--- src/rtl/htcis_pkg.sv ---
package htcis_pkg;

  // Default sizing of the selection range and of the tick counters.
  localparam int MAX_ENTRIES_DEF = 256;
  localparam int TICK_BITS_DEF   = 16;

  // Fixed field widths.
  localparam int CFG_DATA_W  = 16;
  localparam int CFG_INDEX_W = 2;
  localparam int INDEX_W     = 9;
  localparam int ELAPSED_W   = 16;
  localparam int THRESH_W    = 16;
  localparam int COUNT_W     = 9;
  localparam int SOURCE_W    = 2;
  localparam int JUMP_W      = 8;

  // Configuration register indexes.
  localparam logic [CFG_INDEX_W-1:0] CFG_THRESHOLD   = 2'd0;
  localparam logic [CFG_INDEX_W-1:0] CFG_COOLDOWN    = 2'd1;
  localparam logic [CFG_INDEX_W-1:0] CFG_ENTRY_COUNT = 2'd2;

  // Register values after reset.
  localparam logic [THRESH_W-1:0]   THRESHOLD_RST = 16'd500;
  localparam logic [CFG_DATA_W-1:0] COOLDOWN_RST  = 16'd1000;

  typedef enum logic [1:0] {
    KIND_BEGIN,
    KIND_END,
    KIND_TICK,
    KIND_NOP
  } kind_t;

  typedef enum logic [1:0] {
    ACT_NONE,
    ACT_NEXT,
    ACT_PREV,
    ACT_JUMP
  } action_t;

  typedef struct packed {
    kind_t               kind;
    action_t             action;
    logic [SOURCE_W-1:0] source;
    logic [JUMP_W-1:0]   jump_index;
    logic                hibernating;
  } item_t;

  typedef struct packed {
    logic signed [INDEX_W-1:0] current_index;
    logic                      load_request;
    action_t                   held_action;
    logic [ELAPSED_W-1:0]      hold_elapsed;
    logic                      in_cooldown;
  } result_t;

  typedef struct packed {
    logic                   we;
    logic [CFG_INDEX_W-1:0] index;
    logic [CFG_DATA_W-1:0]  data;
  } cfg_write_t;

endpackage

--- src/rtl/htcis_core.sv ---
module htcis_core #(
  parameter int MAX_ENTRIES = htcis_pkg::MAX_ENTRIES_DEF,
  parameter int TICK_BITS   = htcis_pkg::TICK_BITS_DEF
) (
  input  logic                   clk,
  input  logic                   rst,
  input  htcis_pkg::cfg_write_t  cfg,
  input  logic                   step,
  input  htcis_pkg::item_t       item,
  output htcis_pkg::result_t     result
);
  import htcis_pkg::*;

  // Largest entry count the 9-bit register can express, capped by the parameter.
  localparam int CAP    = (MAX_ENTRIES < 511) ? MAX_ENTRIES : 511;
  localparam int CNT_EW = $clog2(CAP + 1);
  localparam int SEL_W  = $clog2(CAP) + 1;
  localparam int XW     = (SEL_W + 1 > 10) ? SEL_W + 1 : 10;
  localparam int OW     = (SEL_W > INDEX_W) ? SEL_W : INDEX_W;
  // Tick counters never need to exceed the 16-bit configured values.
  localparam int CNT_W  = (TICK_BITS < THRESH_W) ? TICK_BITS : THRESH_W;
  localparam logic [THRESH_W-1:0] CNT_MAX16 = THRESH_W'((64'd1 << CNT_W) - 64'd1);

  // Configuration registers.
  logic [THRESH_W-1:0]   threshold;
  logic [CFG_DATA_W-1:0] cooldown_cfg;
  logic [CNT_EW-1:0]     entry_count;

  // Navigation state.
  logic signed [SEL_W-1:0] selected, selected_next;
  action_t                 hold_kind, hold_kind_next;
  logic [SOURCE_W-1:0]     hold_origin, hold_origin_next;
  logic [JUMP_W-1:0]       jump_target, jump_target_next;
  logic [CNT_W-1:0]        hold_ticks, hold_ticks_next;
  logic [CNT_W-1:0]        cooldown_left, cooldown_left_next;
  logic                    load_next;

  logic signed [XW-1:0] sel_x, cnt_x, jidx_x, jt_x;
  logic [CNT_W-1:0]     hold_limit, cooldown_load, ticks_bumped;
  logic                 next_blocked, prev_blocked, jump_blocked, jt_blocked;
  logic                 same_hold, begin_refused;
  logic [COUNT_W-1:0]   count_sat;
  logic signed [OW-1:0] sel_out;

  // Signed views for the range checks.
  assign sel_x  = XW'(selected);
  assign cnt_x  = $signed({{(XW-CNT_EW){1'b0}}, entry_count});
  assign jidx_x = $signed({{(XW-JUMP_W){1'b0}}, item.jump_index});
  assign jt_x   = $signed({{(XW-JUMP_W){1'b0}}, jump_target});

  // Moves that would do nothing against the present selection and count.
  assign next_blocked = (sel_x + XW'(1)) >= cnt_x;
  assign prev_blocked = (sel_x <= XW'(0));
  assign jump_blocked = (jidx_x >= cnt_x) || (jidx_x == sel_x);
  assign jt_blocked   = (jt_x >= cnt_x) || (jt_x == sel_x);

  assign same_hold = (hold_kind == item.action) && (hold_origin == item.source) &&
                     ((item.action != ACT_JUMP) || (jump_target == item.jump_index));

  assign begin_refused = (item.action == ACT_NONE) || (cooldown_left != '0) ||
                         item.hibernating || same_hold ||
                         ((item.action == ACT_NEXT) && next_blocked) ||
                         ((item.action == ACT_PREV) && prev_blocked) ||
                         ((item.action == ACT_JUMP) && jump_blocked);

  // Counter limits saturated to the counter width.
  assign hold_limit    = (threshold > CNT_MAX16) ? CNT_W'(CNT_MAX16) : CNT_W'(threshold);
  assign cooldown_load = (cooldown_cfg > CNT_MAX16) ? CNT_W'(CNT_MAX16)
                                                    : CNT_W'(cooldown_cfg);
  assign ticks_bumped  = (hold_ticks < hold_limit) ? hold_ticks + 1'b1 : hold_ticks;

  // An entry count whose low 9 bits exceed the capacity is clamped to it.
  assign count_sat = (cfg.data[COUNT_W-1:0] > COUNT_W'(CAP)) ? COUNT_W'(CAP)
                                                             : cfg.data[COUNT_W-1:0];

  // Next state for one word.
  always_comb begin
    selected_next      = selected;
    hold_kind_next     = hold_kind;
    hold_origin_next   = hold_origin;
    jump_target_next   = jump_target;
    hold_ticks_next    = hold_ticks;
    cooldown_left_next = cooldown_left;
    load_next          = 1'b0;
    case (item.kind)
      KIND_BEGIN: begin
        if (!begin_refused) begin
          hold_kind_next   = item.action;
          hold_origin_next = item.source;
          jump_target_next = item.jump_index;
          hold_ticks_next  = '0;
        end
      end
      KIND_END: begin
        if (hold_origin == item.source) begin
          hold_kind_next   = ACT_NONE;
          hold_origin_next = '0;
          hold_ticks_next  = '0;
        end
      end
      KIND_TICK: begin
        if (cooldown_left != '0) begin
          cooldown_left_next = cooldown_left - 1'b1;
        end
        if (hold_kind != ACT_NONE) begin
          hold_ticks_next = ticks_bumped;
          if (THRESH_W'(ticks_bumped) >= threshold) begin
            // The hold fires: clear it, start the cooldown, retry the move.
            hold_kind_next     = ACT_NONE;
            hold_origin_next   = '0;
            hold_ticks_next    = '0;
            cooldown_left_next = cooldown_load;
            case (hold_kind)
              ACT_NEXT: begin
                if (!next_blocked) begin
                  selected_next = SEL_W'(sel_x + XW'(1));
                  load_next     = 1'b1;
                end
              end
              ACT_PREV: begin
                if (!prev_blocked) begin
                  selected_next = SEL_W'(sel_x - XW'(1));
                  load_next     = 1'b1;
                end
              end
              ACT_JUMP: begin
                if (!jt_blocked) begin
                  selected_next = SEL_W'(jt_x);
                  load_next     = 1'b1;
                end
              end
              default: ;
            endcase
          end
        end
      end
      default: ;
    endcase
  end

  // State and configuration registers; a count write resets the selection.
  always_ff @(posedge clk) begin
    if (rst) begin
      threshold     <= THRESHOLD_RST;
      cooldown_cfg  <= COOLDOWN_RST;
      entry_count   <= '0;
      selected      <= '1;
      hold_kind     <= ACT_NONE;
      hold_origin   <= '0;
      hold_ticks    <= '0;
      cooldown_left <= '0;
    end else begin
      if (step) begin
        selected      <= selected_next;
        hold_kind     <= hold_kind_next;
        hold_origin   <= hold_origin_next;
        hold_ticks    <= hold_ticks_next;
        cooldown_left <= cooldown_left_next;
      end
      if (cfg.we) begin
        case (cfg.index)
          CFG_THRESHOLD: threshold <= cfg.data[THRESH_W-1:0];
          CFG_COOLDOWN: cooldown_cfg <= cfg.data;
          CFG_ENTRY_COUNT: begin
            entry_count <= CNT_EW'(count_sat);
            selected    <= (count_sat == '0) ? '1 : '0;
          end
          default: ;
        endcase
      end
    end
  end

  // The jump target is only read while a jump is held.
  always_ff @(posedge clk) begin
    if (step) begin
      jump_target <= jump_target_next;
    end
  end

  // Status after this word.
  assign sel_out              = OW'(selected_next);
  assign result.current_index = sel_out[INDEX_W-1:0];
  assign result.load_request  = load_next;
  assign result.held_action   = hold_kind_next;
  assign result.hold_elapsed  = ELAPSED_W'(hold_ticks_next);
  assign result.in_cooldown   = (cooldown_left_next != '0);

endmodule

--- src/rtl/hold_to_confirm_index_stepper.sv ---
// A word is captured in the input register and offered from the result register after the state update.
// Throughput: one word per cycle unless the result stalls; the input register and the result register
// are separated by a single pass of the state update logic in htcis_core.
// A stalled result holds in the output register while one more word waits.
// Reset (synchronous, active high) restores the register defaults, clears the
// hold and cooldown, sets the selection to -1 and empties both registers.
module hold_to_confirm_index_stepper #(
  parameter int MAX_ENTRIES = htcis_pkg::MAX_ENTRIES_DEF,
  parameter int TICK_BITS   = htcis_pkg::TICK_BITS_DEF
) (
  input  logic                                   clk,
  input  logic                                   rst,
  input  logic                                   cfg_we,
  input  logic [htcis_pkg::CFG_INDEX_W-1:0]      cfg_index,
  input  logic [htcis_pkg::CFG_DATA_W-1:0]       cfg_data,
  input  logic                                   item_valid,
  output logic                                   item_stall,
  input  logic [1:0]                             kind,
  input  logic [1:0]                             requested_action,
  input  logic [htcis_pkg::SOURCE_W-1:0]         source,
  input  logic [htcis_pkg::JUMP_W-1:0]           jump_index,
  input  logic                                   hibernating,
  output logic                                   result_valid,
  input  logic                                   result_stall,
  output logic signed [htcis_pkg::INDEX_W-1:0]   current_index,
  output logic                                   load_request,
  output logic [1:0]                             held_action,
  output logic [htcis_pkg::ELAPSED_W-1:0]        hold_elapsed,
  output logic                                   in_cooldown
);
  import htcis_pkg::*;

  item_t      item_reg;
  logic       item_reg_valid;
  result_t    result_reg;
  result_t    core_result;
  cfg_write_t cfg;
  logic       advance, item_take, step;

  // Handshake: the held word moves on whenever the result register is free.
  assign advance    = !result_valid || !result_stall;
  assign item_stall = item_reg_valid && !advance;
  assign item_take  = item_valid && !item_stall;
  assign step       = item_reg_valid && advance;

  assign cfg.we    = cfg_we;
  assign cfg.index = cfg_index;
  assign cfg.data  = cfg_data;

  // Valid flags of the input and result registers.
  always_ff @(posedge clk) begin
    if (rst) begin
      item_reg_valid <= 1'b0;
      result_valid   <= 1'b0;
    end else begin
      item_reg_valid <= item_take || (item_reg_valid && !advance);
      if (advance) begin
        result_valid <= item_reg_valid;
      end
    end
  end

  // Payload registers.
  always_ff @(posedge clk) begin
    if (item_take) begin
      item_reg.kind        <= kind_t'(kind);
      item_reg.action      <= action_t'(requested_action);
      item_reg.source      <= source;
      item_reg.jump_index  <= jump_index;
      item_reg.hibernating <= hibernating;
    end
    if (step) begin
      result_reg <= core_result;
    end
  end

  htcis_core #(
    .MAX_ENTRIES (MAX_ENTRIES),
    .TICK_BITS   (TICK_BITS)
  ) u_core (
    .clk    (clk),
    .rst    (rst),
    .cfg    (cfg),
    .step   (step),
    .item   (item_reg),
    .result (core_result)
  );

  assign current_index = result_reg.current_index;
  assign load_request  = result_reg.load_request;
  assign held_action   = result_reg.held_action;
  assign hold_elapsed  = result_reg.hold_elapsed;
  assign in_cooldown   = result_reg.in_cooldown;

endmodule

--- config.mk ---
export PLATFORM = sky130hd
export DESIGN_NAME = hold_to_confirm_index_stepper
export DESIGN_NICKNAME = d
export VERILOG_FILES = /design/src/rtl/htcis_pkg.sv /design/src/rtl/htcis_core.sv /design/src/rtl/hold_to_confirm_index_stepper.sv
export SDC_FILE = /design/constraint.sdc
export NUM_CORES = 1
export LEC_CHECK = 0
export ABC_AREA = 1
export BUFFER_PORTS_ARGS = -buffer_cell sky130_fd_sc_hd__clkbuf_2
export CAP_MARGIN = 20
export CORE_MARGIN = 2
export CORE_UTILIZATION = 50
export DETAILED_ROUTE_END_ITERATION = 8
export PLACE_DENSITY = 0.68
export SYNTH_ARGS = -nofsm -noshare
export SYNTH_HDL_FRONTEND = slang
export SYNTH_SLANG_ARGS = --single-unit
--- constraint.sdc ---
create_clock -name clk -period 4.6 [get_ports clk]
set_clock_uncertainty 0.1 [all_clocks]
set_input_delay 0.92 -clock clk [delete_from_list [all_inputs] [get_ports clk]]
set_output_delay 0.92 -clock clk [all_outputs]
set_load 0.05 [all_outputs]
# Word-level counts from Yosys, hierarchy flattened
# Index checks and enable logic that the tools add are counted.
# Widths: inputs -> output; s select.
# word_totals
word_cells	130
out_inout_bits	31
ff_bits	140
# classes
eq_ne	20
n_lt_le_gt_ge	9
n_bitwise	1
mux	38
n_reduce_logical	37
addsub	4
# ops
op	n
$mux 16	11
$mux 9	11
$pmux 16 s3	1
$gt 16x16->1 const B	2
$reduce_bool 16->1	2
$pmux 9 s3	1
$eq 9x9->1	2
$ge 8x9->1	2
$add 16x1->16 const B	1
$ge 16x16->1	1
$lt 16x16->1	1
$mux 2	8
$sub 16x1->16 const B	1
$eq 2x2->1 const B	6
$pmux 2 s3	2
$logic_or 1x1->1	11
$add 9x2->10 const B	1
$ge 10x10->1	1
$gt 9x9->1 const B	1
$le 9x1->1 const B	1
$logic_not 9->1	1
$sub 9x2->9 const B	1
$eq 2x1->1 const B	4
$eq 8x8->1	1
other kinds (14)	35

# Longest topological paths before layout
# logic_depth
depth_word	11
ltp_mapped	30
ltp_nobuf	29

# Modules after synthesis
# From an unflattened synthesis, not the netlist that was laid out.
# hier_totals
cells_unflattened	1475
hier_area_um2	9875.7
# modules_own_cells
module	instances	area_per_inst_um2	seq_area_each_um2	cells_each
htcis_core	1	8463.1	1961.9	1419
hold_to_confirm_index_stepper	1	1412.6	1361.3	56

# Least setup slack after synthesis
# No wires, ideal clock.
# synth_path
kind	register -> register
from	register u_core.hold_ticks[9]
to	register result_reg, in the netlist in_cooldown (data pin)
setup_slack_ns	0.857
path_stages_with_launch	24
path_buffers	2
arrival_time_ns	3.389
required_time_ns	4.246
path_cell_list	dfxtp_1 -> ha_1 -> nand2_1 -> inv_1 -> o21ai_0 -> a21oi_1 -> nor2_1 -> nand2_1 -> clkbuf_1 -> o21ai_0 -> inv_1 -> ha_1 -> nand2_1 -> nor3_1 -> nand3_1 -> nand3_1 -> nand3_1 -> clkbuf_1 -> nand3_1 -> nand2_1 -> nor2_1 -> nand2_1 -> nor2_1 -> nand2_1
# synth_rtl
element	line	text
start, declared	htcis_core.sv:34	logic [CNT_W-1:0] hold_ticks, hold_ticks_next;
start signal, assigned	htcis_core.sv:157	hold_ticks <= hold_ticks_next;
end signal, assigned	hold_to_confirm_index_stepper.sv:73	result_reg <= core_result;
end, declared	hold_to_confirm_index_stepper.sv:35	result_t result_reg;

# Final worst setup path
# layout_path
from	register u_core.hold_ticks[3]
to	register u_core.hold_ticks[5]
# layout_between
elab_chain_len	6
word_cells_on_any_way	7
# layout_rtl
element	line	text
$add 16x1->16 or $lt 16x16->1 (tied branches)	htcis_core.sv:70	assign ticks_bumped = (hold_ticks < hold_limit) ? hold_ticks + 1'b1 : hold_ticks;
$mux 16 (*)	htcis_core.sv:70	
$ge 16x16->1	htcis_core.sv:107	if (THRESH_W'(ticks_bumped) >= threshold) begin
$mux 16 (*)	htcis_core.sv:107	
$mux 16 (*)	htcis_core.sv:105	if (hold_kind != ACT_NONE) begin
$pmux 16 s3 (*)	htcis_core.sv:85	case (item.kind)
# Mark *: on every way between the ends. The rest lies on a longest branch, timed or not.
# A chain may end at the register's enable or synchronous reset.

==> metrics.csv <==
stage,metric,value,unit
synth,synth cell count leaders,"399 x nand2_1, 205 x inv_1, 143 x nor2_1",
synth,"area leader, netlist",dfxtp_1,
timing,Setup Viol. Count Final,0,
grt,antenna violations before repair,0,
synth,Post-synth EDFFs,52,
finish,nets@finish,1612,
floorplan,die area,20600,µm²
clock_tree,root buffer cell,clkbuf_16,
floorplan,initial core utilization,50.5,%
synth,number of synthesized register bits,140,
finish,final core utilization,56.9,%
power_and_ir_drop,worst vdd ir,0.000242,V
synth,Ys Warns,0,
synth,most instantiated library cell after synthesis,nand2_1,
timing,Max Fclk,236,MHz
setup_path,crit path max fanout,13,
routing,Via density,5.32,
grt,Total GRT Usage,27.8,%
power_and_ir_drop,Power Density,358,nW/µm²
routing,Iter 0 DRT Violations,847,
routing,Routed wire per std cell,15.2,µm
routing,drt pass-1 iters,7,
grt,vias in the first global route,8950,
timing,Fin. Hold Viols,0,
floorplan,core area,19300,µm²
synth,Synth Cell Area,9720,µm²
synth,Compound-Gate Fraction of Synth Area,11.4,%
routing,# DRC,0,
synth,share of the synthesized area in the top cell type,18.1,%
power_and_ir_drop,Leak,5.40,nW
setup_path,CP Data Arrival Time,4.51,ns
synth,Main synth FF type,dfxtp_1,
floorplan,Die Width,143,µm
timing,Rel. slew slack,28.5,%
placed_design,gp weighted congestion,0.950,
clock_tree,"Reg clk slew, reported paths",0.07,ns
setup_path,WS Path Type,reg2reg,
timing,RSZ-0062 raised after global routing,false,
synth,Post-Synth XOR/XNOR Area,3.06,%
routing,post-route antenna net violation count,0,
clock_tree,Worst-Skew Late Latency,0.43,ns
synth,synth unique cells,41,
clock_tree,number of CTS-inserted buffers,17,
synth,post-synthesis mux area share,0,%
synth,asr flop ratio synth,0,%
synth,post-synthesis simple-gate area fraction,32.8,%
timing,final setup TNS,0,ns
synth,Mean Syn Cell Area,6.70,µm²
job,MaxCap Viol Count,0,
synth,Post-Syn Instances,1451,
synth,syn nets,1553,
placed_design,port buffer count,68,
timing,min cycle time layout,4.23,ns
clock_tree,clock tree buffer depth,2,
setup_path,type of element capturing the critical path,register,
synth,Synth Area in Adders,8.23,%
finish,Syn-to-layout area delta,12.8,%
clock_tree,H-tree depth,4,
outcome,status,finished clean,
routing,via count,9504,
timing,Slew @ Worst Pin,1.07,ns
grt,largest net degree at the start of global routing,69,
synth,register area share after synthesis,34.2,%
setup_path,crit start category,register,
routing,final WL,27300,µm
setup_path,Critical Path RT,4.88,ns
floorplan,num ports,69,
grt,total grt overflow,0,
timing,fin crit share,92.0,%
finish,layout cells sized above 1,10.3,%
finish,ant diodes,0,
placed_design,DP HPWL,20000,µm
worst_hold_path,worst hold-check path type,reg2reg,
floorplan,Die Height,143,µm
synth,largest family of logic cells by synthesized area,simple AND/OR/NAND/NOR gates,
floorplan,# rows,51,
timing,"Slew Viols, Final",0,
grt,first-pass GRT wire length,45400,µm
clock_tree,Post-CTS Setup Repair Bufs,0,
clock_tree,# clock sinks,140,
clock_tree,CTS tree,done,
synth,main area contributors after synthesis,"dfxtp_1 18%, edfxtp_1 16%, nand2_1 15%",
## area by class of cell
class | count | area, µm²
clock inverter | 11 | 87.6
timing repair buffer | 89 | 498
tap | 265 | 332
clock buffer | 21 | 514
inverter | 212 | 796
multi-input combinational | 1050 | 5420
fill | 1919 | 8300
sequential | 140 | 3320
## stage by stage
step	instance area, µm²	instances	power [mW]	hold slack [ns]	worst slack (ns)
after floorplan	9720	1451	2.24	0.325	0.857
after global placement	10400	1756	2.52	0.342	0.343
after detailed placement	10400	1756	2.53	0.348	0.196
after CTS	11000	1788	3.93	0.357	0.122
after global routing	11000	1788	4.17	0.375	0.0204
final	11000	1788	3.93	0.366	0.369
## critical path: stages (launching register included)
cell and delay, ns:
dfxtp_1 0.46, ha_1 0.29, a21oi_1 0.15, o21ai_0 0.11, nand2_1 0.06, nand2_1 0.08
nand2_1 0.19, nand2_2 0.20, buf_4 0.23, o21ai_0 0.22, inv_1 0.07, ha_1 0.31
nand2_1 0.08, o21bai_1 0.11, nand2_1 0.07, a21oi_1 0.15, nand3_1 0.19, nand2_1 0.13
nand2_1 0.10, nor2_2 0.46, nand3_1 0.18, nand3_1 0.12, nand2_1 0.06, inv_1 0.07
## layer usage
metal | track usage [%] | wire (µm)
met4 | 8.36 | 561
met2 | 44.6 | 12300
met3 | 4.53 | 1490
met5 | 0 | 0
met1 | 38.7 | 12900
## final timing paths
check / from / to / slack (ns) / cells after the start
setup / recovery: u_core.hold_ticks[3] / u_core.hold_ticks[5] / 0.37 / 23
hold / removal: u_core.entry_count[1] / u_core.entry_count[1] / 0.37 / 2
setup reg to reg: u_core.hold_ticks[3] / u_core.hold_ticks[5] / 0.37 / 23
hold reg to reg: u_core.entry_count[1] / u_core.entry_count[1] / 0.37 / 2
## cells in the final DEF, fill, tap and decap left out, drive strengths merged
cell type	netlist	routed
a211oi	10	10
a21boi	3	3
a21oi	100	100
a31oi	1	1
and2	2	2
buf	8	21
clkbuf	41	89
clkinv	3	7
dfxtp	88	88
edfxtp	52	52
ha	64	64
inv	209	216
nand2	415	415
nand3	136	136
nand3b	3	3
nand4	28	28
nor2	144	144
nor3	15	15
nor4	1	1
o211ai	8	8
o21a	3	3
o21ai	71	71
o21bai	3	3
o22ai	2	2
o41ai	2	2
or2	5	5
xnor2	11	11
xor2	23	23
## power breakdown
group | leakage [nW] | switching, mW | internal [mW] | total (mW)
Clock | 0.301 | 0.595 | 0.813 | 1.41
Combinational | 3.89 | 0.741 | 0.355 | 1.10
Sequential | 1.21 | 0.0657 | 1.36 | 1.43
Total | 5.40 | 1.40 | 2.53 | 3.93
## what timing repair did
item | in CTS | in global routing
gates resized for setup | 0 | 7
endpoints found under the setup margin | 0 | 49
hold buffers | 0 | 0
## logic make-up (layout without fill, tap and decap cells)
family	count (synthesis)	in the layout
AND/OR/NAND/NOR	749	749
XOR/XNOR	34	34
buffers and inverters	261	333
adder cells (fa/ha/maj)	64	64
flip-flops	140	140
AO/OA/AOI/OAI	203	203
(Power assumes the default switching activity.)
